$ cat src/rtl/core/lisf_pkg.sv
// lisf_pkg: shared types, constants and helpers of the lidar isolated spike filter.
// No dependencies.
`default_nettype none

package lisf_pkg;

  localparam int unsigned RangeBits = 16;
  localparam int unsigned IntenBits = 16;
  localparam int unsigned CfgBits   = 16;
  localparam int unsigned DataBits  = ((RangeBits + IntenBits + 7) / 8) * 8;

  typedef enum logic [1:0] {
    KindFinite = 2'd0,
    KindPosInf = 2'd1,
    KindNegInf = 2'd2,
    KindNan    = 2'd3
  } kind_e;

  localparam logic [1:0] CfgThreshold = 2'd0;
  localparam logic [1:0] CfgRangeMin  = 2'd1;
  localparam logic [1:0] CfgRangeMax  = 2'd2;

  typedef struct packed {
    logic                 last;
    logic [IntenBits-1:0] intensity;
    kind_e                kind;
    logic [RangeBits-1:0] range;
  } sample_t;

  typedef struct packed {
    logic [CfgBits-1:0] threshold;
    logic [CfgBits-1:0] win_lo;
    logic [CfgBits-1:0] win_hi;
  } cfg_t;

  typedef struct packed {
    logic [1:0] count;
    logic [1:0] free;
  } q_stat_t;

  // finite value c farther than thr from neighbour (nr, nk)
  function automatic logic far_from(input logic [RangeBits-1:0] c,
                                    input logic [RangeBits-1:0] nr,
                                    input kind_e                nk,
                                    input logic [CfgBits-1:0]   thr);
    logic [RangeBits-1:0] gap;
    logic                 res;
    gap = (c >= nr) ? (c - nr) : (nr - c);
    unique case (nk)
      KindPosInf, KindNegInf: res = 1'b1;
      KindNan:                res = 1'b0;
      default:                res = gap > RangeBits'(thr);
    endcase
    return res;
  endfunction

endpackage

`default_nettype wire

$ cat src/rtl/core/lisf_window.sv
// lisf_window: three-sample window state and spike decision for one beat.
// Uses lisf_pkg.
`default_nettype none

module lisf_window (
  input  wire logic             clk_i,
  input  wire logic             rst_ni,
  input  wire logic             adv_i,
  input  wire lisf_pkg::sample_t in_i,
  input  wire lisf_pkg::cfg_t    cfg_i,
  output logic [1:0]            nres_o,
  output lisf_pkg::sample_t     res0_o,
  output lisf_pkg::sample_t     res1_o
);

  logic [1:0]        pos_q, pos_d;
  lisf_pkg::sample_t held_q, held_d;
  logic [lisf_pkg::RangeBits-1:0] prev_range_q, prev_range_d;
  lisf_pkg::kind_e   prev_kind_q, prev_kind_d;

  lisf_pkg::sample_t cur, filt;
  logic              in_window;

  always_comb begin
    cur = in_i;
    if (in_i.kind != lisf_pkg::KindFinite) begin
      cur.range = '0;
    end

    in_window = (held_q.kind == lisf_pkg::KindFinite) &&
                (held_q.range >= lisf_pkg::RangeBits'(cfg_i.win_lo)) &&
                (held_q.range <= lisf_pkg::RangeBits'(cfg_i.win_hi));

    filt      = held_q;
    filt.last = 1'b0;
    if (pos_q[1] && in_window &&
        lisf_pkg::far_from(held_q.range, prev_range_q, prev_kind_q, cfg_i.threshold) &&
        lisf_pkg::far_from(held_q.range, cur.range, cur.kind, cfg_i.threshold)) begin
      filt.range     = '0;
      filt.kind      = lisf_pkg::KindPosInf;
      filt.intensity = '0;
    end

    res1_o = cur;
    if (pos_q == 2'd0) begin
      res0_o = cur;
      nres_o = cur.last ? 2'd1 : 2'd0;
    end else begin
      res0_o = filt;
      nres_o = cur.last ? 2'd2 : 2'd1;
    end

    pos_d        = pos_q;
    held_d       = held_q;
    prev_range_d = prev_range_q;
    prev_kind_d  = prev_kind_q;
    if (adv_i) begin
      if (pos_q == 2'd0) begin
        if (!cur.last) begin
          held_d = cur;
          pos_d  = 2'd1;
        end
      end else begin
        prev_range_d = filt.range;
        prev_kind_d  = filt.kind;
        held_d       = cur;
        pos_d        = cur.last ? 2'd0 : 2'd2;
      end
    end
  end

  always_ff @(posedge clk_i or negedge rst_ni) begin
    if (!rst_ni) begin
      pos_q <= 2'd0;
    end else begin
      pos_q <= pos_d;
    end
  end

  always_ff @(posedge clk_i) begin
    held_q       <= held_d;
    prev_range_q <= prev_range_d;
    prev_kind_q  <= prev_kind_d;
  end

endmodule

`default_nettype wire

$ cat src/rtl/core/lisf_outq.sv
// lisf_outq: two-entry result queue; takes up to two results per cycle, emits one beat.
// Uses lisf_pkg.
`default_nettype none

module lisf_outq (
  input  wire logic              clk_i,
  input  wire logic              rst_ni,
  input  wire logic [1:0]        push_i,
  input  wire lisf_pkg::sample_t d0_i,
  input  wire lisf_pkg::sample_t d1_i,
  input  wire logic              pop_i,
  output logic                   valid_o,
  output lisf_pkg::sample_t      data_o,
  output lisf_pkg::q_stat_t      stat_o
);

  lisf_pkg::sample_t ent_q [2];
  logic       wr_q, wr_d;
  logic       rd_q, rd_d;
  logic [1:0] cnt_q, cnt_d;

  always_comb begin
    wr_d  = wr_q ^ push_i[0];
    rd_d  = rd_q ^ pop_i;
    cnt_d = cnt_q + push_i - {1'b0, pop_i};
    valid_o     = cnt_q != 2'd0;
    data_o      = ent_q[rd_q];
    stat_o.count = cnt_q;
    stat_o.free  = 2'd2 - cnt_q;
  end

  always_ff @(posedge clk_i or negedge rst_ni) begin
    if (!rst_ni) begin
      wr_q  <= 1'b0;
      rd_q  <= 1'b0;
      cnt_q <= 2'd0;
    end else begin
      wr_q  <= wr_d;
      rd_q  <= rd_d;
      cnt_q <= cnt_d;
    end
  end

  always_ff @(posedge clk_i) begin
    if (push_i != 2'd0) begin
      ent_q[wr_q] <= d0_i;
    end
    if (push_i == 2'd2) begin
      ent_q[~wr_q] <= d1_i;
    end
  end

endmodule

`default_nettype wire

$ cat src/rtl/core/lidar_isolated_spike_filter.sv
// lidar_isolated_spike_filter: top level; input register, window logic, result queue.
// Uses lisf_pkg, lisf_window, lisf_outq.
// Throughput: one beat per cycle while the result queue has room for the beat's results.
// A last-of-scan beat behind a held sample pushes two results only into an empty queue.
// Results: a beat is held in the input register, then pushed into the result queue on advance.
// Reset: async active low; clears handshake, queue, window position; cfg to 100 / 0 / 65535.
`default_nettype none

module lidar_isolated_spike_filter (
  input  wire logic                          clk_i,
  input  wire logic                          rst_ni,
  input  wire logic                          s_axis_tvalid,
  output logic                               s_axis_tready,
  input  wire logic [lisf_pkg::DataBits-1:0] s_axis_tdata,  // range_mm, intensity
  input  wire logic [1:0]                    s_axis_tuser,  // range_kind
  input  wire logic                          s_axis_tlast,  // scan_last
  output logic                               m_axis_tvalid,
  input  wire logic                          m_axis_tready,
  output logic [lisf_pkg::DataBits-1:0]      m_axis_tdata,  // out_range_mm, out_intensity
  output logic [1:0]                         m_axis_tuser,  // out_kind
  output logic                               m_axis_tlast,  // out_last
  input  wire logic                          cfg_valid_i,
  output logic                               cfg_ready_o,
  input  wire logic [1:0]                    cfg_index_i,
  input  wire logic [lisf_pkg::CfgBits-1:0]  cfg_data_i
);

  localparam int unsigned RB = lisf_pkg::RangeBits;
  localparam int unsigned IB = lisf_pkg::IntenBits;

  lisf_pkg::cfg_t    cfg_q;
  logic              in_valid_q;
  lisf_pkg::sample_t in_q, in_beat;
  logic              adv;
  logic [1:0]        nres;
  lisf_pkg::sample_t res0, res1, q_data;
  lisf_pkg::q_stat_t q_stat;
  logic              pop;

  assign cfg_ready_o = 1'b1;

  always_ff @(posedge clk_i or negedge rst_ni) begin
    if (!rst_ni) begin
      cfg_q.threshold <= lisf_pkg::CfgBits'(100);
      cfg_q.win_lo    <= '0;
      cfg_q.win_hi    <= '1;
    end else if (cfg_valid_i) begin
      unique case (cfg_index_i)
        lisf_pkg::CfgThreshold: cfg_q.threshold <= cfg_data_i;
        lisf_pkg::CfgRangeMin:  cfg_q.win_lo    <= cfg_data_i;
        lisf_pkg::CfgRangeMax:  cfg_q.win_hi    <= cfg_data_i;
        default: ;
      endcase
    end
  end

  always_comb begin
    in_beat.range     = s_axis_tdata[RB-1:0];
    in_beat.intensity = s_axis_tdata[RB+IB-1:RB];
    in_beat.kind      = lisf_pkg::kind_e'(s_axis_tuser);
    in_beat.last      = s_axis_tlast;
  end

  assign adv           = in_valid_q && (nres <= q_stat.free);
  assign s_axis_tready = !in_valid_q || adv;

  always_ff @(posedge clk_i or negedge rst_ni) begin
    if (!rst_ni) begin
      in_valid_q <= 1'b0;
    end else if (s_axis_tready) begin
      in_valid_q <= s_axis_tvalid;
    end
  end

  always_ff @(posedge clk_i) begin
    if (s_axis_tvalid && s_axis_tready) begin
      in_q <= in_beat;
    end
  end

  lisf_window u_window (
    .clk_i  (clk_i),
    .rst_ni (rst_ni),
    .adv_i  (adv),
    .in_i   (in_q),
    .cfg_i  (cfg_q),
    .nres_o (nres),
    .res0_o (res0),
    .res1_o (res1)
  );

  assign pop = m_axis_tvalid && m_axis_tready;

  lisf_outq u_outq (
    .clk_i   (clk_i),
    .rst_ni  (rst_ni),
    .push_i  (adv ? nres : 2'd0),
    .d0_i    (res0),
    .d1_i    (res1),
    .pop_i   (pop),
    .valid_o (m_axis_tvalid),
    .data_o  (q_data),
    .stat_o  (q_stat)
  );

  assign m_axis_tdata = lisf_pkg::DataBits'({q_data.intensity, q_data.range});
  assign m_axis_tuser = q_data.kind;
  assign m_axis_tlast = q_data.last;

  a_q_bound: assert property (@(posedge clk_i) disable iff (!rst_ni)
    q_stat.count <= 2'd2)
    else $error("result queue overfilled");

  a_q_count: assert property (@(posedge clk_i) disable iff (!rst_ni)
    1'b1 |=> (q_stat.count == $past(q_stat.count) + ($past(adv) ? $past(nres) : 2'd0)
              - {1'b0, $past(pop)}))
    else $error("result queue count lost track of pushes and pops");

  a_adv_fits: assert property (@(posedge clk_i) disable iff (!rst_ni)
    (in_valid_q && !adv) |=> $stable(in_q))
    else $error("stalled window beat changed");

endmodule

`default_nettype wire

$ cat config.mk
export PLATFORM = sky130hd
export DESIGN_NAME = lidar_isolated_spike_filter
export DESIGN_NICKNAME = d
export VERILOG_FILES = /design/src/rtl/core/lisf_pkg.sv /design/src/rtl/core/lisf_window.sv /design/src/rtl/core/lisf_outq.sv /design/src/rtl/core/lidar_isolated_spike_filter.sv
export SDC_FILE = /design/constraint.sdc
export NUM_CORES = 1
export LEC_CHECK = 0
export CORE_MARGIN = 1
export CORE_UTILIZATION = 45
export DETAILED_ROUTE_END_ITERATION = 8
export DONT_BUFFER_PORTS = 1
export HOLD_SLACK_MARGIN = 0.1
export SETUP_SLACK_MARGIN = 0.05
export SYNTH_ARGS = -nofsm -noshare
export SYNTH_HDL_FRONTEND = slang
export SYNTH_HIERARCHICAL = 1
export SYNTH_SLANG_ARGS = --single-unit
$ cat constraint.sdc
create_clock -name clk_i -period 6.67 [get_ports clk_i]
set_input_delay 1.0005 -clock clk_i [delete_from_list [all_inputs] [get_ports clk_i]]
set_output_delay 1.0005 -clock clk_i [all_outputs]
set_load 0.05 [all_outputs]
# == Word-level counts from Yosys, hierarchy flattened ==
# Memories as Yosys holds them, arrays and structs flattened.
# Index checks and enable logic that the tools add are counted.
# word_totals
out_inout_bits,38
in_bits,58
ram_bits,70
mem_count,1
register_bits,142
word_cells,89
# classes
magnitude_cmp,7
eq_ne,10
bitwise,4
n_reduce_logical,23
add_sub_neg,7
muxes,20
# memory_table
memory,words,width,rd,rd_ports_with_merged_regs,wr,line,source
u_outq.ent_q,2,35,1,0,2,lisf_outq.sv:17,lisf_pkg::sample_t ent_q [2];
# op_table
cell,n
34-bit 2-to-1 mux,3
16-bit subtractor,4
16-bit >= comparator,3
16-bit 2-to-1 mux,3
35-bit 2-to-1 mux,1
16-bit > comparator,2
16-bit less-or-equal comparator,1
"2-bit == test, second input constant",6
2-bit 2-to-1 mux,6
2-bit AND reduction,5
1-bit logical AND,8
"2-bit by 1-bit == test with 1-bit output, second input constant",3
2-bit zero test,3
2-bit nonzero test,3
1-bit 2-to-1 mux,5
1-bit one-hot mux with 2 select lines,2
2-bit OR reduction,2
2-bit adder,1
2-bit less-or-equal comparator,1
"2-bit != test, second input constant",1
1-bit inverter,2
2-bit by 1-bit subtractor with 2-bit output,1
"2-bit subtractor, first input constant",1
1-bit bitwise XOR,2
other kinds (2),2

# == Depth between registers and ports, before layout ==
# Gate-level depths: netlist of run 1.
# logic_depth
depth_word,9
ltp_mapped,27
mapped_depth_nobuf,24

# == Hierarchy ==
# The synthesis of run 1 kept the hierarchy.
# modules_own_cells
module,seq_area_each_um2,area_each_um2,n_inst,cells_per_inst
lisf_window,1611.5,7013.0,1,843
lisf_outq,2202.1,3618.5,1,209
lidar_isolated_spike_filter,2301.0,3025.4,1,155

# == Worst setup path after synthesis of run 1 ==
# No wires, ideal clock.
# synth_timing
path_type,register to register
startpoint,register in_q[16] in the netlist's numbering
endpoint,"memory u_outq/ent_q[0][18] in the netlist's numbering, data pin"
path_stages_with_launch,25
slack_ps,1079
required_ps,6410
setup_ps,260
period_less_slack_ps,5591
path_buffers,3
arrival_ps,5332
path_cell_list,edfxtp_1 inv_1 ha_1 clkbuf_1 clkbuf_1 nand2_1 ha_1 a21o_1 a31oi_1 o21ai_0 a31o_2 o22ai_2 mux2_2 a221oi_1 xnor2_1 ha_1 nand4_1 nor3_1 o21a_1 o31ai_1 a221o_1 nor3_2 clkbuf_1 o21ai_0 mux2_2
# synth_lines
element,line,source
"start, declared",lidar_isolated_spike_filter.sv:33,"lisf_pkg::sample_t in_q, in_beat;"
"start signal, assigned",lidar_isolated_spike_filter.sv:77,in_q <= in_beat;
"end, declared",lisf_outq.sv:17,

==> results of run 1 <==
critical path: stages (launching register included):
cell and delay [ps]:
edfxtp_1 430, inv_1 120, ha_1 300, nand2_1 150
inv_1 130, ha_1 150, inv_1 70, fa_1 390
a31oi_1 200, o21ai_0 120, buf_4 160, a31o_2 240
o22ai_2 240, buf_4 330, mux2_2 360, a21oi_1 150
xnor2_1 90, ha_1 300, nand4_1 130, nor3_1 260
o21a_1 170, o31ai_1 70, a221o_1 300, nor3_4 230
buf_4 280, o22ai_1 140, mux2_2 290
routing by layer:
layer  track usage (%)  share of wire (%)  vias up
met3              3.38                5.1       49
met4              5.07                2.0        0
met1              28.5                 46     4413
li1                  -                  -     4296
met2              34.1                 47      218
met5                 0                  0        -
flip-flops by register name, summed over array words and instances (netlist names):
| name | cells |
|---|---|
| u_outq/wr_q | 1 |
| u_window/pos_q | 2 |
| u_outq/rd_q | 1 |
| in_valid_q | 1 |
| u_outq/cnt_q | 2 |
| u_window/held_q | 34 |
| u_window/prev_kind_q | 2 |
| in_q | 35 |
| u_window/prev_range_q | 16 |
| cfg_q | 48 |
| u_outq/ent_q | 70 |
stage by stage:
step	cells	setup slack, ps	hold WS (ps)
floorplan	1206	1080	451
global placement	1547	826	476
detailed placement	1547	630	473
CTS	1591	593	122
global route	1591	159	122
finish	1591	597	152
path summary, 6_finish.rpt:
check	startpoint	endpoint	slack [ps]	cells past startpoint
worst max register to register	in_q[17]	u_outq/ent_q[0][10]	600	26
worst min-delay path	rst_ni	in_valid_q	150	0
max in group asynchronous	rst_ni	cfg_q[10]	6310	0
worst min register to register	u_window/held_q[17]	u_window/prev_kind_q[1]	490	0
min in group clk_i	u_window/held_q[17]	u_window/prev_kind_q[1]	490	0
worst max-delay path	in_q[17]	u_outq/ent_q[0][10]	600	26
layout make-up:
type	instances	area [um^2]	area share [%]
clock buffer	29	641	4.35
sequential	212	6120	41.5
inverter	115	432	2.93
timing repair buffer	20	163	1.10
clock inverter	15	175	1.19
multi-input combinational	810	6710	45.6
tap	390	488	3.31
==> out/qor.yml, run 1 <==
status:
  outcome: "complete, no violations"
clock_network:
  h-tree-depth: 1
  postCtsSetupRepairBufs: 0
  tritoncts: "yes"
  cts-root-buf: "clkbuf_16"
  ctsResizeCount: 0
  cts.sinks: 212
  clk_latency_ps: 540
  path_clk_slew_ps: 60
  ctsLongestPathBuffers: 3
  hold_buffers: 0
  cts_made_buffers: 25
finish:
  fin_util_pct: 49.6
  finalNetCount: 1383
  final_common_cell: "mux2_2"
  syn_to_final_growth_pct: 7.90
  antenna_cells: 0
  fin_area_um2: 14700
  final_cell_mix: "mux2_2 (161), edfxtp_1 (157), ha_1 (137), inv_1 (115), nand2_1 (83)"
  fill_cells: 2641
  drive_gt1_share_pct: 22.1
placement:
  hpwlAfterDp_um: 22600
  post_dp_cell_area_um2: 13900
  place.gp.congestion: 0.917
  io_buffer_count: 0
setup_path:
  cp-end-kind: "flip-flop"
  arrival_ps: 6350
  worstPathMaxFanout: 20
  cp_data_required_time_ps: 6940
  critPathLaunchType: "flip-flop"
  critPathKind: "flip-flop to flip-flop"
global_route:
  grt_pass1_wl_um: 50400
  grtUsageTotal_pct: 20.8
  overflow: 0
  antenna_found_initial: 0
  first_global_vias: 8903
  grt_max_degree: 56
die:
  fp.dieW_um: 176
  core.rowCount: 63
  core_um2: 29700
  die-area_um2: 31000
  start_util_pct: 45.9
  die_h_um: 176
  ios: 96
timing:
  finalCritPeriodShare_pct: 91.0
  finalClockSkew_ps: 19.0
  rsz0062_at_grt: "false"
  relSlewSlack_pct: 21.2
  hold_violations: 0
  final-setup-viol-count: 0
  maxSlewViolCount: 0
  max_freq_mhz: 165
  finalSetupTns_ps: 0
  worstMarginPinSlew_ps: 1180
  finalCriticalPeriod_ps: 6070
detailed_routing:
  wl_per_cell_um: 20.1
  drc: 0
  postRouteWirelength_um: 31900
  num_vias: 8976
  drtIter0Drc: 617
  final_antenna_net_count: 0
  viasPerCell: 5.64
  drt_first_pass_iters: 5
yosys:
  netlist_area_um2: 13600
  syn_nets: 1405
  synth_cells: 1206
  syn_avg_cell_area_um2: 11.3
  synth_warnings: 6
hold_path:
  hold_class: "primary input to asynchronous set/reset pin"
flow_run:
  drv_cap: 0
Power of run 1 is left out: the tool's default activity adds up to more than one toggle a clock period on the data nets, which glitch-free logic cannot reach.
==> run 2: changes to the inputs <==
--- a/config.mk
+++ b/config.mk
@@ -10,6 +10,7 @@
 export DETAILED_ROUTE_END_ITERATION = 8
 export DONT_BUFFER_PORTS = 1
 export HOLD_SLACK_MARGIN = 0.1
+export PLACE_DENSITY = 0.58
 export SETUP_SLACK_MARGIN = 0.05
 export SYNTH_ARGS = -nofsm -noshare
 export SYNTH_HDL_FRONTEND = slang
==> run 2 against run 1 <==
Compared with the run above:
- core utilization decreased by 0.24 points
- sequential share of layout area rose by 0.20 points
- largest cell class unchanged
- flip-flop and latch count unchanged
- setup slack improved by 23 ps
==> out/qor.yml, run 2 (synthesis gave the netlist of run 1 again) <==
finish:
  syn_to_final_growth_pct: 7.39
  final_cell_mix: "mux2_2 (161), edfxtp_1 (157), ha_1 (137), inv_1 (115), nand2_1 (83)"
  largest_reg_flops: 70  # unchanged
  final_common_cell: "mux2_2"
  drive_gt1_share_pct: 21.4  # -0.66 points
  antenna_cells: 0  # unchanged
  fin_util_pct: 49.3  # -0.24 points
  reg_top3: "u_outq/ent_q (70), cfg_q (48), in_q (35)"
  regMostFlops: "u_outq/ent_q"
  finalNetCount: 1377  # -0.43%
timing:
  final-setup-viol-count: 0  # unchanged
  holdWs_ps: 170  # +17.5 ps
  relSlewSlack_pct: 21.8  # +0.60 points
  max_freq_mhz: 165  # +0.38%
  rsz0062_at_grt: "false"
  worstMarginPinSlew_ps: 1170  # -8.93 ps
  maxSlewViolCount: 0  # unchanged
  finalClockSkew_ps: 17.5  # -1.54 ps
  finalSetupTns_ps: 0  # unchanged
  hold_violations: 0  # unchanged
  finalCritPeriodShare_pct: 90.7  # -0.34 points
  finalCriticalPeriod_ps: 6050  # -22.7 ps
  worst_slack_ps: 620  # +22.7 ps
die:
  core_um2: 29700  # unchanged
  core.rowCount: 63  # unchanged
  ios: 96  # unchanged
  fp.dieW_um: 176  # unchanged
  die-area_um2: 31000  # unchanged
  start_util_pct: 45.9  # unchanged
  die_h_um: 176  # unchanged
clock_network:
  clk_latency_ps: 540  # about the same
  h-tree-depth: 1  # unchanged
  cts.sinks: 212  # unchanged
  tritoncts: "yes"
  ctsResizeCount: 0  # unchanged
  ctsLongestPathBuffers: 3  # unchanged
  cts_made_buffers: 24  # -4.0%
  path_clk_slew_ps: 60  # about the same
  hold_buffers: 0  # unchanged
  postCtsSetupRepairBufs: 0  # unchanged
  cts-root-buf: "clkbuf_16"
setup_path:
  max_stage_delay_ps: 420  # about the same
  cp.buffers_inverters: 5  # -1
  worstPathMaxFanout: 24  # +20%
  critPathKind: "flip-flop to flip-flop"
  arrival_ps: 6330  # -20 ps
  critPathLaunchType: "flip-flop"
  critPathSlowestCell: "edfxtp_1"
  critPathTopFamily: "compound AO/OA/AOI/OAI gates"
  cp_data_required_time_ps: 6950  # about the same
  cp-end-kind: "flip-flop"
placement:
  place.gp.congestion: 0.949  # +3.5%
  io_buffer_count: 0  # unchanged
  hpwlAfterDp_um: 22400  # -0.57%
  pre_cts_ws_ps: 681  # +51.0 ps
detailed_routing:
  final_antenna_net_count: 0  # unchanged
  drc: 0  # unchanged
  num_vias: 8909  # -0.75%
  drtIter0Drc: 630  # +2.1%
  postRouteWirelength_um: 32000  # +0.15%
  viasPerCell: 5.62  # -0.43%
  drt_first_pass_iters: 5  # unchanged
  wl_per_cell_um: 20.1  # +0.47%
global_route:
  first_global_vias: 8806  # -1.1%
  antenna_found_initial: 0  # unchanged
  overflow: 0  # unchanged
  grtUsageTotal_pct: 20.9  # +0.11 points
  grt_pass1_wl_um: 50200  # -0.46%
  grt_max_degree: 56  # unchanged
flow_run:
  drv_cap: 0  # unchanged
status:
  outcome: "complete, no violations"
hold_path:
  hold_class: "primary input to asynchronous set/reset pin"
-- run 2: cell count changes in the layout (fill, tap and decap cells not counted), sizes merged --
cell	change
clkinv	-5
buf	-5
clkbuf	+10
inv	-4
bufinv	-1
-- run 2: final timing paths --
kind | depth (start not counted) | startpoint | slack [ps] | to
max | 25 | in_q[16] | 620 | u_outq/ent_q[1][12]
min | 0 | rst_ni | 170 | u_window/pos_q[1]
max reg2reg | 25 | in_q[16] | 620 | u_outq/ent_q[1][12]
min reg2reg | 0 | u_window/held_q[17] | 490 | u_window/prev_kind_q[1]
max in group asynchronous | 0 | rst_ni | 6300 | cfg_q[13]
min in group clk_i | 0 | u_window/held_q[17] | 490 | u_window/prev_kind_q[1]
-- run 2: per-stage QoR --
step / std cells / area, um^2
after detailed placement: 1542 / 13900
after floorplan: 1206 / 13600
after global placement: 1542 / 13900
final: 1586 / 14700
after CTS: 1586 / 14700
after global routing: 1586 / 14700
-- run 2: final cells by class --
cell class,count,area (um^2)
multi-input combinational,810,6710
fill,2700,15100
sequential,212,6120
inverter,115,432
clock buffer,39,697
clock inverter,5,86.3
timing repair buffer,15,125
tap,390,488
-- run 2: layer usage --
metal | routed length [um] | GRT usage (%) | vias to the layer above
met5 | 0 | 0 | -
li1 | - | - | 4286
met4 | 948 | 6.67 | 0
met3 | 1660 | 3.42 | 61
met1 | 14800 | 29.1 | 4349
met2 | 14600 | 33.1 | 213
-- run 2: worst register-to-register path: cells and delay by family, from the launching register on --
kind | cells | cell delay (ps)
AO/OA/AOI/OAI | 9 | 1760
adder cells (fa/ha/maj) | 4 | 1130
buffers and inverters | 5 | 930
AND/OR/NAND/NOR | 4 | 800
multiplexers | 2 | 680
flip-flops | 1 | 420
XOR/XNOR | 1 | 90
Power of run 2 is left out for the same reason.
